File: src/hw/rtl/toom_pkg.sv
// Shared types and constants for the TCP option order matcher.
// No dependencies; used by every toom_* module and the top level.
`timescale 1ns / 1ps

package toom_pkg;

  localparam int SLOT_WIDTH = 3;
  localparam int NUM_CODES  = 4;

  localparam logic [SLOT_WIDTH-1:0] TCPO_MSS    = 3'd1;
  localparam logic [SLOT_WIDTH-1:0] TCPO_WSCALE = 3'd2;
  localparam logic [SLOT_WIDTH-1:0] TCPO_TSTAMP = 3'd3;
  localparam logic [SLOT_WIDTH-1:0] TCPO_SACK   = 3'd4;

  localparam logic [NUM_CODES-1:0][SLOT_WIDTH-1:0] OPT_CODES =
    {TCPO_SACK, TCPO_TSTAMP, TCPO_WSCALE, TCPO_MSS};

  typedef enum logic [1:0] {
    RES_CONFLICT = 2'd0,
    RES_ORDER    = 2'd1,
    RES_SAME     = 2'd2
  } match_t;

endpackage

File: src/hw/rtl/toom_decode.sv
// Stage 1: word compare and per-slot one-hot decode of the option codes.
// Depends on toom_pkg.
`timescale 1ns / 1ps

module toom_decode #(
  parameter int WORD_WIDTH = 64,
  parameter int NUM_SLOTS  = 22
) (
  input  logic                                         clk,
  input  logic                                         rst_n,
  input  logic                                         valid_i,
  output logic                                         ready_o,
  input  logic [63:0]                                  tar_i,
  input  logic [63:0]                                  sig_i,
  output logic                                         valid_o,
  input  logic                                         ready_i,
  output logic                                         same_o,
  output logic [toom_pkg::NUM_CODES-1:0][NUM_SLOTS-1:0] tar_hot_o,
  output logic [toom_pkg::NUM_CODES-1:0][NUM_SLOTS-1:0] sig_hot_o
);

  localparam int PADW = NUM_SLOTS * toom_pkg::SLOT_WIDTH;

  logic                                          v_r;
  logic                                          same_r;
  logic                                          same_nxt;
  logic [toom_pkg::NUM_CODES-1:0][NUM_SLOTS-1:0] tar_hot_r;
  logic [toom_pkg::NUM_CODES-1:0][NUM_SLOTS-1:0] tar_hot_nxt;
  logic [toom_pkg::NUM_CODES-1:0][NUM_SLOTS-1:0] sig_hot_r;
  logic [toom_pkg::NUM_CODES-1:0][NUM_SLOTS-1:0] sig_hot_nxt;
  logic [PADW-1:0]                               tar_pad;
  logic [PADW-1:0]                               sig_pad;

  assign ready_o = !v_r || ready_i;

  always_comb begin
    tar_pad  = PADW'(tar_i[WORD_WIDTH-1:0]);
    sig_pad  = PADW'(sig_i[WORD_WIDTH-1:0]);
    same_nxt = (tar_i[WORD_WIDTH-1:0] == sig_i[WORD_WIDTH-1:0]);
    for (int c = 0; c < toom_pkg::NUM_CODES; c++) begin
      for (int s = 0; s < NUM_SLOTS; s++) begin
        tar_hot_nxt[c][s] = (tar_pad[s*toom_pkg::SLOT_WIDTH +: toom_pkg::SLOT_WIDTH]
                             == toom_pkg::OPT_CODES[c]);
        sig_hot_nxt[c][s] = (sig_pad[s*toom_pkg::SLOT_WIDTH +: toom_pkg::SLOT_WIDTH]
                             == toom_pkg::OPT_CODES[c]);
      end
    end
  end

  always_ff @(posedge clk) begin
    if (!rst_n) begin
      v_r <= 1'b0;
    end else if (ready_o) begin
      v_r <= valid_i;
    end
  end

  always_ff @(posedge clk) begin
    if (ready_o && valid_i) begin
      same_r    <= same_nxt;
      tar_hot_r <= tar_hot_nxt;
      sig_hot_r <= sig_hot_nxt;
    end
  end

  assign valid_o   = v_r;
  assign same_o    = same_r;
  assign tar_hot_o = tar_hot_r;
  assign sig_hot_o = sig_hot_r;

endmodule

File: src/hw/rtl/toom_locate.sv
// Stage 2: per code, first signature position and first/last target position.
// Depends on toom_pkg.
`timescale 1ns / 1ps

module toom_locate #(
  parameter int NUM_SLOTS = 22,
  parameter int PW        = 5
) (
  input  logic                                         clk,
  input  logic                                         rst_n,
  input  logic                                         valid_i,
  output logic                                         ready_o,
  input  logic                                         same_i,
  input  logic [toom_pkg::NUM_CODES-1:0][NUM_SLOTS-1:0] tar_hot_i,
  input  logic [toom_pkg::NUM_CODES-1:0][NUM_SLOTS-1:0] sig_hot_i,
  output logic                                         valid_o,
  input  logic                                         ready_i,
  output logic                                         same_o,
  output logic [toom_pkg::NUM_CODES-1:0]               both_o,
  output logic [toom_pkg::NUM_CODES-1:0][PW-1:0]        tar_first_o,
  output logic [toom_pkg::NUM_CODES-1:0][PW-1:0]        tar_last_o,
  output logic [toom_pkg::NUM_CODES-1:0][PW-1:0]        sig_pos_o
);

  logic                                   v_r;
  logic                                   same_r;
  logic [toom_pkg::NUM_CODES-1:0]         both_r;
  logic [toom_pkg::NUM_CODES-1:0]         both_nxt;
  logic [toom_pkg::NUM_CODES-1:0][PW-1:0] tar_first_r;
  logic [toom_pkg::NUM_CODES-1:0][PW-1:0] tar_first_nxt;
  logic [toom_pkg::NUM_CODES-1:0][PW-1:0] tar_last_r;
  logic [toom_pkg::NUM_CODES-1:0][PW-1:0] tar_last_nxt;
  logic [toom_pkg::NUM_CODES-1:0][PW-1:0] sig_pos_r;
  logic [toom_pkg::NUM_CODES-1:0][PW-1:0] sig_pos_nxt;

  assign ready_o = !v_r || ready_i;

  always_comb begin
    for (int c = 0; c < toom_pkg::NUM_CODES; c++) begin
      both_nxt[c]      = (|tar_hot_i[c]) && (|sig_hot_i[c]);
      tar_first_nxt[c] = '0;
      tar_last_nxt[c]  = '0;
      sig_pos_nxt[c]   = '0;
      for (int s = NUM_SLOTS - 1; s >= 0; s--) begin
        if (tar_hot_i[c][s]) begin
          tar_first_nxt[c] = PW'(s);
        end
        if (sig_hot_i[c][s]) begin
          sig_pos_nxt[c] = PW'(s);
        end
      end
      for (int s = 0; s < NUM_SLOTS; s++) begin
        if (tar_hot_i[c][s]) begin
          tar_last_nxt[c] = PW'(s);
        end
      end
    end
  end

  always_ff @(posedge clk) begin
    if (!rst_n) begin
      v_r <= 1'b0;
    end else if (ready_o) begin
      v_r <= valid_i;
    end
  end

  always_ff @(posedge clk) begin
    if (ready_o && valid_i) begin
      same_r      <= same_i;
      both_r      <= both_nxt;
      tar_first_r <= tar_first_nxt;
      tar_last_r  <= tar_last_nxt;
      sig_pos_r   <= sig_pos_nxt;
    end
  end

  assign valid_o     = v_r;
  assign same_o      = same_r;
  assign both_o      = both_r;
  assign tar_first_o = tar_first_r;
  assign tar_last_o  = tar_last_r;
  assign sig_pos_o   = sig_pos_r;

endmodule

File: src/hw/rtl/toom_order.sv
// Stage 3: pairwise order check of shared codes and the registered result word.
// Depends on toom_pkg.
`timescale 1ns / 1ps

module toom_order #(
  parameter int PW = 5
) (
  input  logic                                  clk,
  input  logic                                  rst_n,
  input  logic                                  valid_i,
  output logic                                  ready_o,
  input  logic                                  same_i,
  input  logic [toom_pkg::NUM_CODES-1:0]        both_i,
  input  logic [toom_pkg::NUM_CODES-1:0][PW-1:0] tar_first_i,
  input  logic [toom_pkg::NUM_CODES-1:0][PW-1:0] tar_last_i,
  input  logic [toom_pkg::NUM_CODES-1:0][PW-1:0] sig_pos_i,
  output logic                                  valid_o,
  input  logic                                  ready_i,
  output toom_pkg::match_t                      result_o
);

  logic             v_r;
  logic             conflict;
  toom_pkg::match_t result_r;
  toom_pkg::match_t result_nxt;

  assign ready_o = !v_r || ready_i;

  // conflict: code a seen before code b in the target, but after it in the signature
  always_comb begin
    conflict = 1'b0;
    for (int a = 0; a < toom_pkg::NUM_CODES; a++) begin
      for (int b = 0; b < toom_pkg::NUM_CODES; b++) begin
        if (a != b && both_i[a] && both_i[b] && (tar_first_i[a] < tar_last_i[b])
            && (sig_pos_i[a] > sig_pos_i[b])) begin
          conflict = 1'b1;
        end
      end
    end
    if (same_i) begin
      result_nxt = toom_pkg::RES_SAME;
    end else if (conflict) begin
      result_nxt = toom_pkg::RES_CONFLICT;
    end else begin
      result_nxt = toom_pkg::RES_ORDER;
    end
  end

  always_ff @(posedge clk) begin
    if (!rst_n) begin
      v_r <= 1'b0;
    end else if (ready_o) begin
      v_r <= valid_i;
    end
  end

  always_ff @(posedge clk) begin
    if (ready_o && valid_i) begin
      result_r <= result_nxt;
    end
  end

  assign valid_o  = v_r;
  assign result_o = result_r;

endmodule

File: src/hw/rtl/tcp_option_order_match.sv
// Top level of the TCP option order matcher: three-stage pipeline.
// Depends on toom_pkg, toom_decode, toom_locate and toom_order.
//
// Usage:
//   in_*  : one word holds a target and a signature option list (3-bit slots
//           packed from bit 0); only the low WORD_WIDTH bits of each are used.
//   out_* : one word per input word, match_result in out_tdata[1:0]:
//           0 ordering conflict, 1 compatible order, 2 identical lists.
// Pipeline: each word passes the decode, locate and compare registers in that
//   order; out_tvalid rises once the compare register holds its result.
// Throughput: one word per cycle while out_tready is high; each stage register
//   holds one word and the stage ready chain lets every stage advance while the next one frees.
// Stall: with out_tready low the words fill the three stages; in_tready drops
//   only when all three hold a word. Nothing is dropped or repeated.
// Reset: rst_n low clears all stage valid bits; in_tready is high after it.
`timescale 1ns / 1ps

module tcp_option_order_match #(
  parameter int WORD_WIDTH = 64
) (
  input  logic         clk,
  input  logic         rst_n,
  input  logic         in_tvalid,
  output logic         in_tready,
  input  logic [127:0] in_tdata,   // [63:0] target_options, [127:64] signature_options
  output logic         out_tvalid,
  input  logic         out_tready,
  output logic [7:0]   out_tdata   // [1:0] match_result, [7:2] zero
);

  localparam int NUM_SLOTS = (WORD_WIDTH + toom_pkg::SLOT_WIDTH - 1) / toom_pkg::SLOT_WIDTH;
  localparam int PW        = $clog2(NUM_SLOTS);

  logic                                          v1;
  logic                                          r2;
  logic                                          same1;
  logic [toom_pkg::NUM_CODES-1:0][NUM_SLOTS-1:0] tar_hot1;
  logic [toom_pkg::NUM_CODES-1:0][NUM_SLOTS-1:0] sig_hot1;
  logic                                          v2;
  logic                                          r3;
  logic                                          same2;
  logic [toom_pkg::NUM_CODES-1:0]                both2;
  logic [toom_pkg::NUM_CODES-1:0][PW-1:0]        tar_first2;
  logic [toom_pkg::NUM_CODES-1:0][PW-1:0]        tar_last2;
  logic [toom_pkg::NUM_CODES-1:0][PW-1:0]        sig_pos2;
  toom_pkg::match_t                              result3;

  toom_decode #(
    .WORD_WIDTH (WORD_WIDTH),
    .NUM_SLOTS  (NUM_SLOTS)
  ) u_decode (
    .clk       (clk),
    .rst_n     (rst_n),
    .valid_i   (in_tvalid),
    .ready_o   (in_tready),
    .tar_i     (in_tdata[63:0]),
    .sig_i     (in_tdata[127:64]),
    .valid_o   (v1),
    .ready_i   (r2),
    .same_o    (same1),
    .tar_hot_o (tar_hot1),
    .sig_hot_o (sig_hot1)
  );

  toom_locate #(
    .NUM_SLOTS (NUM_SLOTS),
    .PW        (PW)
  ) u_locate (
    .clk         (clk),
    .rst_n       (rst_n),
    .valid_i     (v1),
    .ready_o     (r2),
    .same_i      (same1),
    .tar_hot_i   (tar_hot1),
    .sig_hot_i   (sig_hot1),
    .valid_o     (v2),
    .ready_i     (r3),
    .same_o      (same2),
    .both_o      (both2),
    .tar_first_o (tar_first2),
    .tar_last_o  (tar_last2),
    .sig_pos_o   (sig_pos2)
  );

  toom_order #(
    .PW (PW)
  ) u_order (
    .clk         (clk),
    .rst_n       (rst_n),
    .valid_i     (v2),
    .ready_o     (r3),
    .same_i      (same2),
    .both_i      (both2),
    .tar_first_i (tar_first2),
    .tar_last_i  (tar_last2),
    .sig_pos_i   (sig_pos2),
    .valid_o     (out_tvalid),
    .ready_i     (out_tready),
    .result_o    (result3)
  );

  assign out_tdata = {6'd0, result3};

`ifndef SYNTH
  // backpressure at the input only when the output is stalled
  a_stall_source: assert property (@(posedge clk) disable iff (!rst_n)
    !in_tready |-> (out_tvalid && !out_tready && v1 && v2))
    else $error("input stalled without a full pipeline");

  a_result_code: assert property (@(posedge clk) disable iff (!rst_n)
    out_tvalid |-> (out_tdata[1:0] != 2'd3))
    else $error("invalid match result code");

  a_pad_zero: assert property (@(posedge clk) disable iff (!rst_n)
    out_tvalid |-> (out_tdata[7:2] == 6'd0))
    else $error("nonzero padding in result word");

  a_reset_empty: assert property (@(posedge clk) disable iff (!rst_n)
    $rose(rst_n) |-> (!out_tvalid && !v1 && !v2))
    else $error("pipeline not empty after reset");
`endif

endmodule

File: config.mk
export PLATFORM = sky130hd
export DESIGN_NAME = tcp_option_order_match
export DESIGN_NICKNAME = d
export VERILOG_FILES = /design/src/hw/rtl/toom_pkg.sv /design/src/hw/rtl/toom_decode.sv /design/src/hw/rtl/toom_locate.sv /design/src/hw/rtl/toom_order.sv /design/src/hw/rtl/tcp_option_order_match.sv
export SDC_FILE = /design/constraint.sdc
export NUM_CORES = 1
export LEC_CHECK = 0
export BUFFER_PORTS_ARGS = -buffer_cell sky130_fd_sc_hd__buf_2
export CORE_MARGIN = 3
export CORE_UTILIZATION = 59
export CTS_CLUSTER_SIZE = 14
export DETAILED_ROUTE_END_ITERATION = 10
export GPL_TIMING_DRIVEN = 0
export PLACE_DENSITY_LB_ADDON = 0.08
export SETUP_SLACK_MARGIN = 0.3
export SLEW_MARGIN = 20
export SYNTH_ARGS = -nofsm -noshare
export SYNTH_HDL_FRONTEND = slang
export SYNTH_HIERARCHICAL = 1
export SYNTH_SLANG_ARGS = --single-unit
File: constraint.sdc
create_clock -name clk -period 10.3 [get_ports clk]
set_clock_uncertainty 0.05 [all_clocks]
set_input_delay 2.06 -clock clk [delete_from_list [all_inputs] [get_ports clk]]
set_output_delay 2.06 -clock clk [all_outputs]
set_load 0.02 [all_outputs]
==> results.yml, run 1 <==
clocking:
  cts_sinks: 241
  cts-root-buf: "clkbuf_16"
  cts_setup_buffers: 0
  cts_buffer_depth: 3
  clkTransAtPathRegs_ps: 70
  cts-resized-gates: 0
  hold_buffers: 0
  clkLatencyLatePin_ps: 530
  htreeDepth: 1
  cts_tree: "built"
  cts_buffers: 26
place:
  dpl.hpwl_um: 32500
  dp.cells: 1670
  placed_cell_area_um2: 15000
  place_congestion: 1.00
  io_buffers: 135
  place_ws_ps: 5320
synthesis:
  yosys.cell_types.count: 54
  async_flop_share_pct: 0
  yosysSeqAreaShare_pct: 52.2
  synth_edf_count: 238
  yosys.area.top_type_share_pct: 51.8
  yosysTopAreaCell: "edfxtp_1"
  synth-seq-cells: 241
  ys_warn_count: 6
  synth_area_um2: 13800
  syn_inst: 1208
  synth_top_flop_cell: "edfxtp_1"
  syn_avg_cell_area_um2: 11.4
  synthTopCellsByArea: "edfxtp_1 (52%), ha_1 (7.1%), nor3b_1 (7.0%)"
sta:
  setup_violations: 0
  relSlewSlack_pct: 37.0
  setup_tns_ps: 0
  period_minus_slack_ps: 4990
  hold-worst-slack_ps: 380
  layout_setup_ws_ps: 5310
  worstMarginPinSlew_ps: 920
  final_max_slew_viol_count: 0
  finalHoldViolations: 0
  fmax_mhz: 200
  rsz0062_at_grt: "no"
  fin_crit_sh_pct: 48.4
critical_path:
  end_kind: "primary output"
  start_kind: "input port"
  r2r_start: "u_decode/tar_hot_o[35]"
  regToRegSetupSlack_ps: 8020
  crit_type: "input port to primary output"
  worstPathArrival_ps: 2880
  required_ps: 8190
  cp-startpoint: "out_tready"
  crit_fanout: 3
  r2r-end: "u_locate/both_o[1]"
  cp-endpoint: "in_tready"
  rr_worst_depth: 4
job:
  cap_violations: 0
final_layout:
  fin_util_pct: 69.7
  drive_above_1_share_pct: 15.0
  layout.cells.most_common_list: "edfxtp_1 (238), buf_2 (135), nor3b_1 (129), nor2_1 (101), ha_1 (78)"
  nNetsFinal: 1595
  diodes: 0
  final_common_cell: "edfxtp_1"
  final_cells: 1715
  fin_area_um2: 15900
  area_growth_pct: 15.0
outcome:
  status: "finished clean"
drt:
  drtAntennaViolNets: 0
  drt_iter0_drc: 1375
  drc: 0
  post_drt_wl_per_cell_um: 23.6
  num_vias: 10800
  first_pass_iters: 5
  routed_via_density: 6.32
  routed_wl_um: 40500
power_and_ir_drop:
  p_int_mw: 1.81
  leakagePower_nw: 6.17
  switchingPower_mw: 0.615
  p_total_mw: 2.42
  ir_drop_mv: 0.135
  swShare_pct: 25.4
  pwr-share-comb_pct: 12.2
  seq_power_share_pct: 49.2
  clkPwrFrac_pct: 38.6
  power.density_nw_per_um2: 153
floorplan:
  num_rows: 55
  io_pins: 142
  start_util_pct: 60.6
  die_x_um: 159
  core_area_um2: 22800
  fp.dieH_um: 159
  die-area_um2: 25300
global_route:
  grt_use_total_pct: 31.1
  grt_pass1_vias: 10100
  grtUsageMet3_pct: 6.00
  grt.busiest_layer: "met2"
  antenna_found_initial: 3
  use_met2_pct: 48.4
  grt_max_degree: 61
  grt_overflow: 0
  met1_usage_pct: 45.3
  grt_pass1_wl_um: 59900
worst_hold_path:
  hold_class: "flop to flop"
-- area by class of cell --
class,instances,area (µm²)
Clock inverter,16,171
Inverter,75,282
Sequential cell,241,7210
Fill cell,1738,6910
Multi-Input combinational cell,890,6260
Timing Repair Buffer,139,786
Buffer,12,90.1
Clock buffer,29,683
Tap cell,313,392
-- Yosys cell counts (8+ instances only) --
| cell type | instances |
|---|---|
| edfxtp_1 | 238 |
| nor3b_1 | 129 |
| nor2_1 | 101 |
| ha_1 | 78 |
| inv_1 | 75 |
| xor2_1 | 64 |
| a21oi_1 | 54 |
| o21ai_0 | 49 |
| nor4_1 | 45 |
| nor3_1 | 43 |
| and3b_1 | 41 |
| nor2b_1 | 31 |
| nand2_1 | 25 |
| nand2b_1 | 24 |
| or4_1 | 21 |
| o31ai_1 | 20 |
| nand3_1 | 18 |
| o211ai_1 | 13 |
| buf_4 | 12 |
| a2111oi_0 | 10 |
| a221oi_1 | 10 |
| o32ai_1 | 10 |
| o221ai_1 | 8 |
-- worst max-delay path, stage by stage --
cell and delay (ps):
buf_2 90, nand2b_1 150, nand2b_1 180, nand2b_1 210, buf_2 190
-- routing by layer --
| layer | vias up | wire length, µm |
|---|---|---|
| met4 | 6 | 958 |
| li1 | 5023 | - |
| met2 | 593 | 18200 |
| met5 | - | 52 |
| met3 | 77 | 3890 |
| met1 | 5146 | 17300 |
-- registers in the layout, summed over array words and instances, names as in the netlist --
signal,cells
u_locate/tar_first_o,20
u_locate/tar_last_o,20
u_locate/valid_o,1
u_locate/both_o,4
u_order/result_o,2
u_decode/tar_hot_o,85
u_decode/valid_o,1
u_decode/sig_hot_o,85
u_locate/same_o,1
u_order/valid_o,1
u_locate/sig_pos_o,20
u_decode/same_o,1
-- logic make-up after synthesis --
logic type,Yosys count,share of synthesized area (%)
buffers and inverters,87,2.69
flip-flops,241,52.2
other,2,0.0544
AO/OA/AOI/OAI,217,10.4
adder cells (fa/ha/maj),78,7.07
XOR/XNOR,64,4.06
AND/OR/NAND/NOR,519,23.4
-- power groups by stage --
stage               registers, mW  clock network (mW)  logic (mW)
detailed placement           1.21                   0       0.287
finish                       1.19               0.935       0.297
floorplan                    1.19                   0       0.163
CTS                          1.19               0.943       0.289
global route                 1.20               0.984       0.323
global placement             1.22                   0       0.276
-- how the worst min path moves through the flow --
| stage | start | endpoint | slack [ps] | cells past startpoint |
|---|---|---|---|---|
| 5_1_grt | u_decode/same_o | u_locate/same_o | 400 | 0 |
| 3_3_place_gp | u_decode/same_o | u_locate/same_o | 360 | 0 |
| 4_1_cts | u_decode/same_o | u_locate/same_o | 390 | 0 |
| 3_5_place_dp | u_decode/same_o | u_locate/same_o | 360 | 0 |
| 2_1_floorplan | u_decode/same_o | u_locate/same_o | 350 | 0 |
| 6_report | u_decode/same_o | u_locate/same_o | 380 | 0 |
Note: power is estimated with default switching activity, not from simulation.
==> run 2: changes to the inputs <==
--- a/config.mk
+++ b/config.mk
@@ -5,6 +5,7 @@
 export SDC_FILE = /design/constraint.sdc
 export NUM_CORES = 1
 export LEC_CHECK = 0
+export ABC_AREA = 1
 export BUFFER_PORTS_ARGS = -buffer_cell sky130_fd_sc_hd__buf_2
 export CORE_MARGIN = 3
 export CORE_UTILIZATION = 59
==> constraint.sdc (replaced) <==
create_clock -name clk -period 4.8 [get_ports clk]
set_clock_uncertainty 0.05 [all_clocks]
set_input_delay 0.96 -clock clk [delete_from_list [all_inputs] [get_ports clk]]
set_output_delay 0.96 -clock clk [all_outputs]
set_load 0.02 [all_outputs]
==> run 2 against run 1 <==
Cell count increased by 35%. Sequential power increased by 110%. Worst setup slack got worse by 3200 ps. Largest cell class unchanged. Via count increased by 11%. Critical endpoint unchanged. Largest power group unchanged. Global-route usage decreased by 3.2 points. First-iteration DRC count decreased by 28%. Critical path depth increased by 3. Area after synthesis increased by 5.7%. Non-clock buffer count increased by 6. Final area increased by 5.8%.
==> results.yml, run 2 <==
floorplan:
  die-area_um2: 26600
  start_util_pct: 61.0
  io_pins: 142
  fp.dieH_um: 163
  core_area_um2: 23900
  num_rows: 56
  die_x_um: 163
worst_hold_path:
  min-delay-start: "u_decode/same_o"
  min_delay_worst_endpoint: "u_locate/same_o"
  hold_class: "flop to flop"
  hold_depth: 0
clocking:
  clkTransAtPathRegs_ps: 60
  cts_tree: "built"
  cts_sinks: 241
  cts_setup_buffers: 0
  htreeDepth: 1
  clkLatencyLatePin_ps: 530
  cts-resized-gates: 0
  cts_buffers: 26
  cts_buffer_depth: 3
  hold_buffers: 0
  cts-root-buf: "clkbuf_16"
power_and_ir_drop:
  p_total_mw: 5.14
  clkPwrFrac_pct: 36.8
  switchingPower_mw: 1.34
  leakagePower_nw: 8.11
  swShare_pct: 26.2
  pwr-share-comb_pct: 14.5
  ir_drop_mv: 0.332
  p_int_mw: 3.79
  seq_power_share_pct: 48.7
  power.density_nw_per_um2: 306
synthesis:
  synthTopCellsByArea: "edfxtp_1 (49%), nand2_1 (14%), inv_1 (8.3%)"
  yosysTopAreaCell: "edfxtp_1"
  synth_top_flop_cell: "edfxtp_1"
  yosys.area.top_type_share_pct: 49.0
  ys_warn_count: 6
  async_flop_share_pct: 0
  yosysMostFrequentCell: "nand2_1"
  synth_edf_count: 238
  synth-seq-cells: 241
  synth_area_um2: 14600
  syn_inst: 1795
  syn_avg_cell_area_um2: 8.12
  synthTopCellsByCount: "nand2_1 (543), inv_1 (322), edfxtp_1 (238)"
  yosysSeqAreaShare_pct: 49.4
  yosys.cell_types.count: 32
final_layout:
  area_growth_pct: 15.2
  drive_above_1_share_pct: 12.7
  diodes: 0
  layout.cells.most_common_list: "nand2_1 (542), inv_1 (320), edfxtp_1 (238), nor2_1 (190), nor3_1 (148)"
  final_common_cell: "nand2_1"
  nNetsFinal: 2188
  fin_area_um2: 16800
critical_path:
  slowest_stage: "buf_2"
  cpLargestDelayFamily: "buffers and inverters"
  start_kind: "input port"
  rr_worst_depth: 9
  end_kind: "primary output"
  r2r_start: "u_order/valid_o"
  worstPathArrival_ps: 1660
  cp_num_buf_inv: 5
  cp_cell_sequence: "buf_2 -> inv_4 -> nand2_2 -> inv_1 -> nand2_1 -> inv_2 -> nand2_1 -> buf_2"
  crit_type: "input port to primary output"
  crit_fanout: 2
  regToRegSetupSlack_ps: 2430
  r2r-end: "u_decode/sig_hot_o[42]"
  required_ps: 3790
  critPathMaxStageDelay_ps: 160
job:
  cap_violations: 0
global_route:
  antenna_found_initial: 0
  grt_pass1_wl_um: 57100
  grt_pass1_vias: 11200
  grt_max_degree: 27
  grt_use_total_pct: 27.9
  grt_overflow: 0
drt:
  num_vias: 12000
  post_drt_wl_per_cell_um: 16.0
  drtAntennaViolNets: 0
  routed_via_density: 5.18
  first_pass_iters: 6
  drc: 0
  routed_wl_um: 37000
  drt_iter0_drc: 992
sta:
  final_max_slew_viol_count: 0
  relSlewSlack_pct: 51.0
  fin_crit_sh_pct: 55.5
  setup_violations: 0
  fmax_mhz: 375
  rsz0062_at_grt: "no"
  period_minus_slack_ps: 2670
  worstMarginPinSlew_ps: 733
  finalHoldViolations: 0
outcome:
  status: "finished clean"
place:
  placed_cell_area_um2: 16000
  place_congestion: 0.922
  dpl.hpwl_um: 30600
  io_buffers: 135
-- run 2: metrics by stage --
stage	util, %	cells	setup TNS [ps]	hold WS (ps)	setup WS (ps)
final	70.3	2316	0	394	2130
after global placement	65.8	2259	-145650	352	-877
after floorplan	-	1805	0	350	304
after global routing	70.3	2316	0	410	2050
after CTS	70.3	2316	0	398	2130
after detailed placement	66.9	2269	0	384	1700
-- run 2: layout make-up --
class | count | area [µm²]
Multi-Input combinational cell | 1186 | 5940
Inverter | 366 | 1400
Timing Repair Buffer | 145 | 943
Buffer | 12 | 90.1
Clock inverter | 12 | 103
Fill cell | 1924 | 7100
Tap cell | 319 | 399
Clock buffer | 35 | 706
Sequential cell | 241 | 7210
-- run 2: routing by layer --
layer,up-vias,GRT usage [%],part of all wire [%]
met2,460,47.4,48
met3,64,3.53,7.4
met1,5402,38.0,42
li1,6069,-,-
met4,0,7.77,2.8
met5,-,0,0
-- run 2: worst register-to-register path, cell delays in order (launching register included) --
cell	delay, ps
dfxtp_1	330
nand2_2	80
inv_1	70
nand2_1	90
inv_2	60
a21oi_4	550
buf_16	260
buf_12	220
buf_16	200
buf_16	180
-- run 2: how the worst max path moves through the flow --
stage	startpoint	endpoint	depth (start not counted)
detailed placement	out_tready	u_decode/sig_hot_o[86]	11
global route	out_tready	in_tready	8
finish	out_tready	in_tready	8
CTS	out_tready	in_tready	8
floorplan	out_tready	u_decode/same_o	6
global placement	out_tready	u_decode/sig_hot_o[20]	7
-- run 2: cell families after synthesis --
logic type,after synthesis,synth area share [%]
buffers and inverters,378,10.2
AOI/OAI and AO/OA,106,4.15
and+or+nand+nor,938,26.3
other,2,0.0515
DFF,241,49.4
xor gates and xnor gates,52,3.12
adders and majority gates,78,6.69
-- run 2: power by group through the flow --
stage | clock network [mW] | logic [mW] | registers (mW)
after floorplan | 0 | 0.447 | 2.53
after global placement | 0 | 0.676 | 2.55
after detailed placement | 0 | 0.729 | 2.55
after CTS | 1.92 | 0.735 | 2.50
after global routing | 2.01 | 0.836 | 2.51
final | 1.89 | 0.744 | 2.50
==> run 3: changes to the inputs <==
--- a/config.mk
+++ b/config.mk
@@ -5,7 +5,7 @@
 export SDC_FILE = /design/constraint.sdc
 export NUM_CORES = 1
 export LEC_CHECK = 0
-export ABC_AREA = 1
+export ABC_AREA = 0
 export BUFFER_PORTS_ARGS = -buffer_cell sky130_fd_sc_hd__buf_2
 export CORE_MARGIN = 3
 export CORE_UTILIZATION = 59
==> constraint.sdc (replaced) <==
create_clock -name clk -period 2.8 [get_ports clk]
set_clock_uncertainty 0.05 [all_clocks]
set_input_delay 0.56 -clock clk [delete_from_list [all_inputs] [get_ports clk]]
set_output_delay 0.56 -clock clk [all_outputs]
set_load 0.02 [all_outputs]
==> run 3 against run 2 <==
Critical path depth decreased by 1. Worst hold slack got worse by 190 ps. Highest routed layer is now met5. Clock power increased by 80%. Critical path type is now flop to flop. Worst setup slack got worse by 1700 ps. Wire length increased by 11%. Non-clock buffer count decreased by 7. Largest cell class unchanged. Critical endpoint is now u_decode/tar_hot_o[41].
==> results.yml, run 3 (synthesized netlist as in run 1, its figures left out) <==
global_route:
  grt_pass1_wl_um: 61300
  grt_overflow: 0
  antenna_found_initial: 6
  grt_use_total_pct: 31.7
  met1_usage_pct: 45.2
  use_met2_pct: 51.1
  grt_pass1_vias: 10400
  grtUsageMet3_pct: 5.17
  grt_max_degree: 66
  grt.busiest_layer: "met2"
critical_path:
  worstPathArrival_ps: 2460
  required_ps: 2940
  crit_fanout: 60
  regToRegSetupSlack_ps: 480
  end_kind: "flop"
  crit_type: "flop to flop"
  start_kind: "flop"
floorplan:
  fp.dieH_um: 159
  die-area_um2: 25300
  num_rows: 55
  io_pins: 142
  core_area_um2: 22800
  die_x_um: 159
  start_util_pct: 60.6
sta:
  hold-worst-slack_ps: 207
  finalHoldViolations: 0
  setup_violations: 0
  setup_tns_ps: 0
  relSlewSlack_pct: 28.9
  rsz0062_at_grt: "no"
  fin_crit_sh_pct: 83.0
  period_minus_slack_ps: 2320
  final_max_slew_viol_count: 0
  fmax_mhz: 430
  worstMarginPinSlew_ps: 1040
worst_hold_path:
  hold_class: "input port to flop"
power_and_ir_drop:
  ir_drop_mv: 0.513
  leakagePower_nw: 6.18
  power.density_nw_per_um2: 559
final_layout:
  area_growth_pct: 15.0
  final_cells: 1720
  fin_area_um2: 15900
  fillers: 1719
  nNetsFinal: 1596
  layout.cells.most_common_list: "edfxtp_1 (238), buf_2 (135), nor3b_1 (129), nor2_1 (101), ha_1 (78)"
  fin_util_pct: 69.7
  final_common_cell: "edfxtp_1"
  drive_above_1_share_pct: 15.2
clocking:
  cts_buffers: 27
  clkLatencyLatePin_ps: 530
  hold_buffers: 0
  cts_sinks: 241
  cts_buffer_depth: 3
  cts-root-buf: "clkbuf_16"
  htreeDepth: 1
  clkTransAtPathRegs_ps: 60
  cts_tree: "built"
drt:
  routed_via_density: 6.27
  post_drt_wl_per_cell_um: 23.9
  drt_iter0_drc: 1331
  routed_wl_um: 41000
  drc: 0
  num_vias: 10800
  first_pass_iters: 5
  drtAntennaViolNets: 0
job:
  cap_violations: 0
place:
  placed_cell_area_um2: 15000
  dpl.hpwl_um: 32700
  dp.cells: 1669
  io_buffers: 135
  place_congestion: 0.982
outcome:
  status: "finished clean"
-- run 3: area by class of cell --
type	instances	area [µm²]	share of cell area, %
Inverter	75	282	1.77
Multi-Input combinational cell	891	6290	39.6
Sequential cell	241	7210	45.4
Clock inverter	21	175	1.10
Clock buffer	28	679	4.28
Antenna cell	1	2.50	0.0158
Buffer	12	90.1	0.568
Timing Repair Buffer	138	751	4.73
Tap cell	313	392	2.47
-- run 3: routing by layer --
metal / vias up / routed length [µm]
li1: 5031 / -
met1: 5078 / 17100
met2: 571 / 18800
met3: 88 / 3900
met4: 10 / 1190
met5: - / 69
-- run 3: stage by stage --
step	setup slack [ps]	power (mW)
floorplan	146	4.98
global placement	-366	5.46
CTS	323	8.88
finish	477	8.87
detailed placement	19.1	5.50
global route	353	9.18
-- run 3: worst paths after layout --
path / startpoint / endpoint / depth (start not counted)
hold / removal: in_tdata[127] / u_decode/sig_hot_o[21] / 1
hold reg to reg: u_decode/same_o / u_locate/same_o / 0
setup / recovery: u_order/valid_o / u_decode/tar_hot_o[41] / 7
setup reg to reg: u_order/valid_o / u_decode/tar_hot_o[41] / 7
-- run 3: power breakdown --
part | switching (mW) | internal, mW
logic | 0.660 | 0.429
clock network | 1.45 | 1.96
registers | 0.200 | 4.18
-- run 3: repair_timing --
| item | CTS | global route |
|---|---|---|
| resized for setup | 0 | 0 |
| endpoints found under the setup margin | 0 | 60 |
| endpoints found under the hold margin | 0 | 0 |
| setup buffers | 0 | 0 |
-- run 3: critical path: stages (launching register included) --
cell and delay [ps]:
dfxtp_1 340, nand2b_4 80, nand2b_4 130, nand2b_4 150, and2_4 330, buf_12 260
buf_16 270, buf_16 300
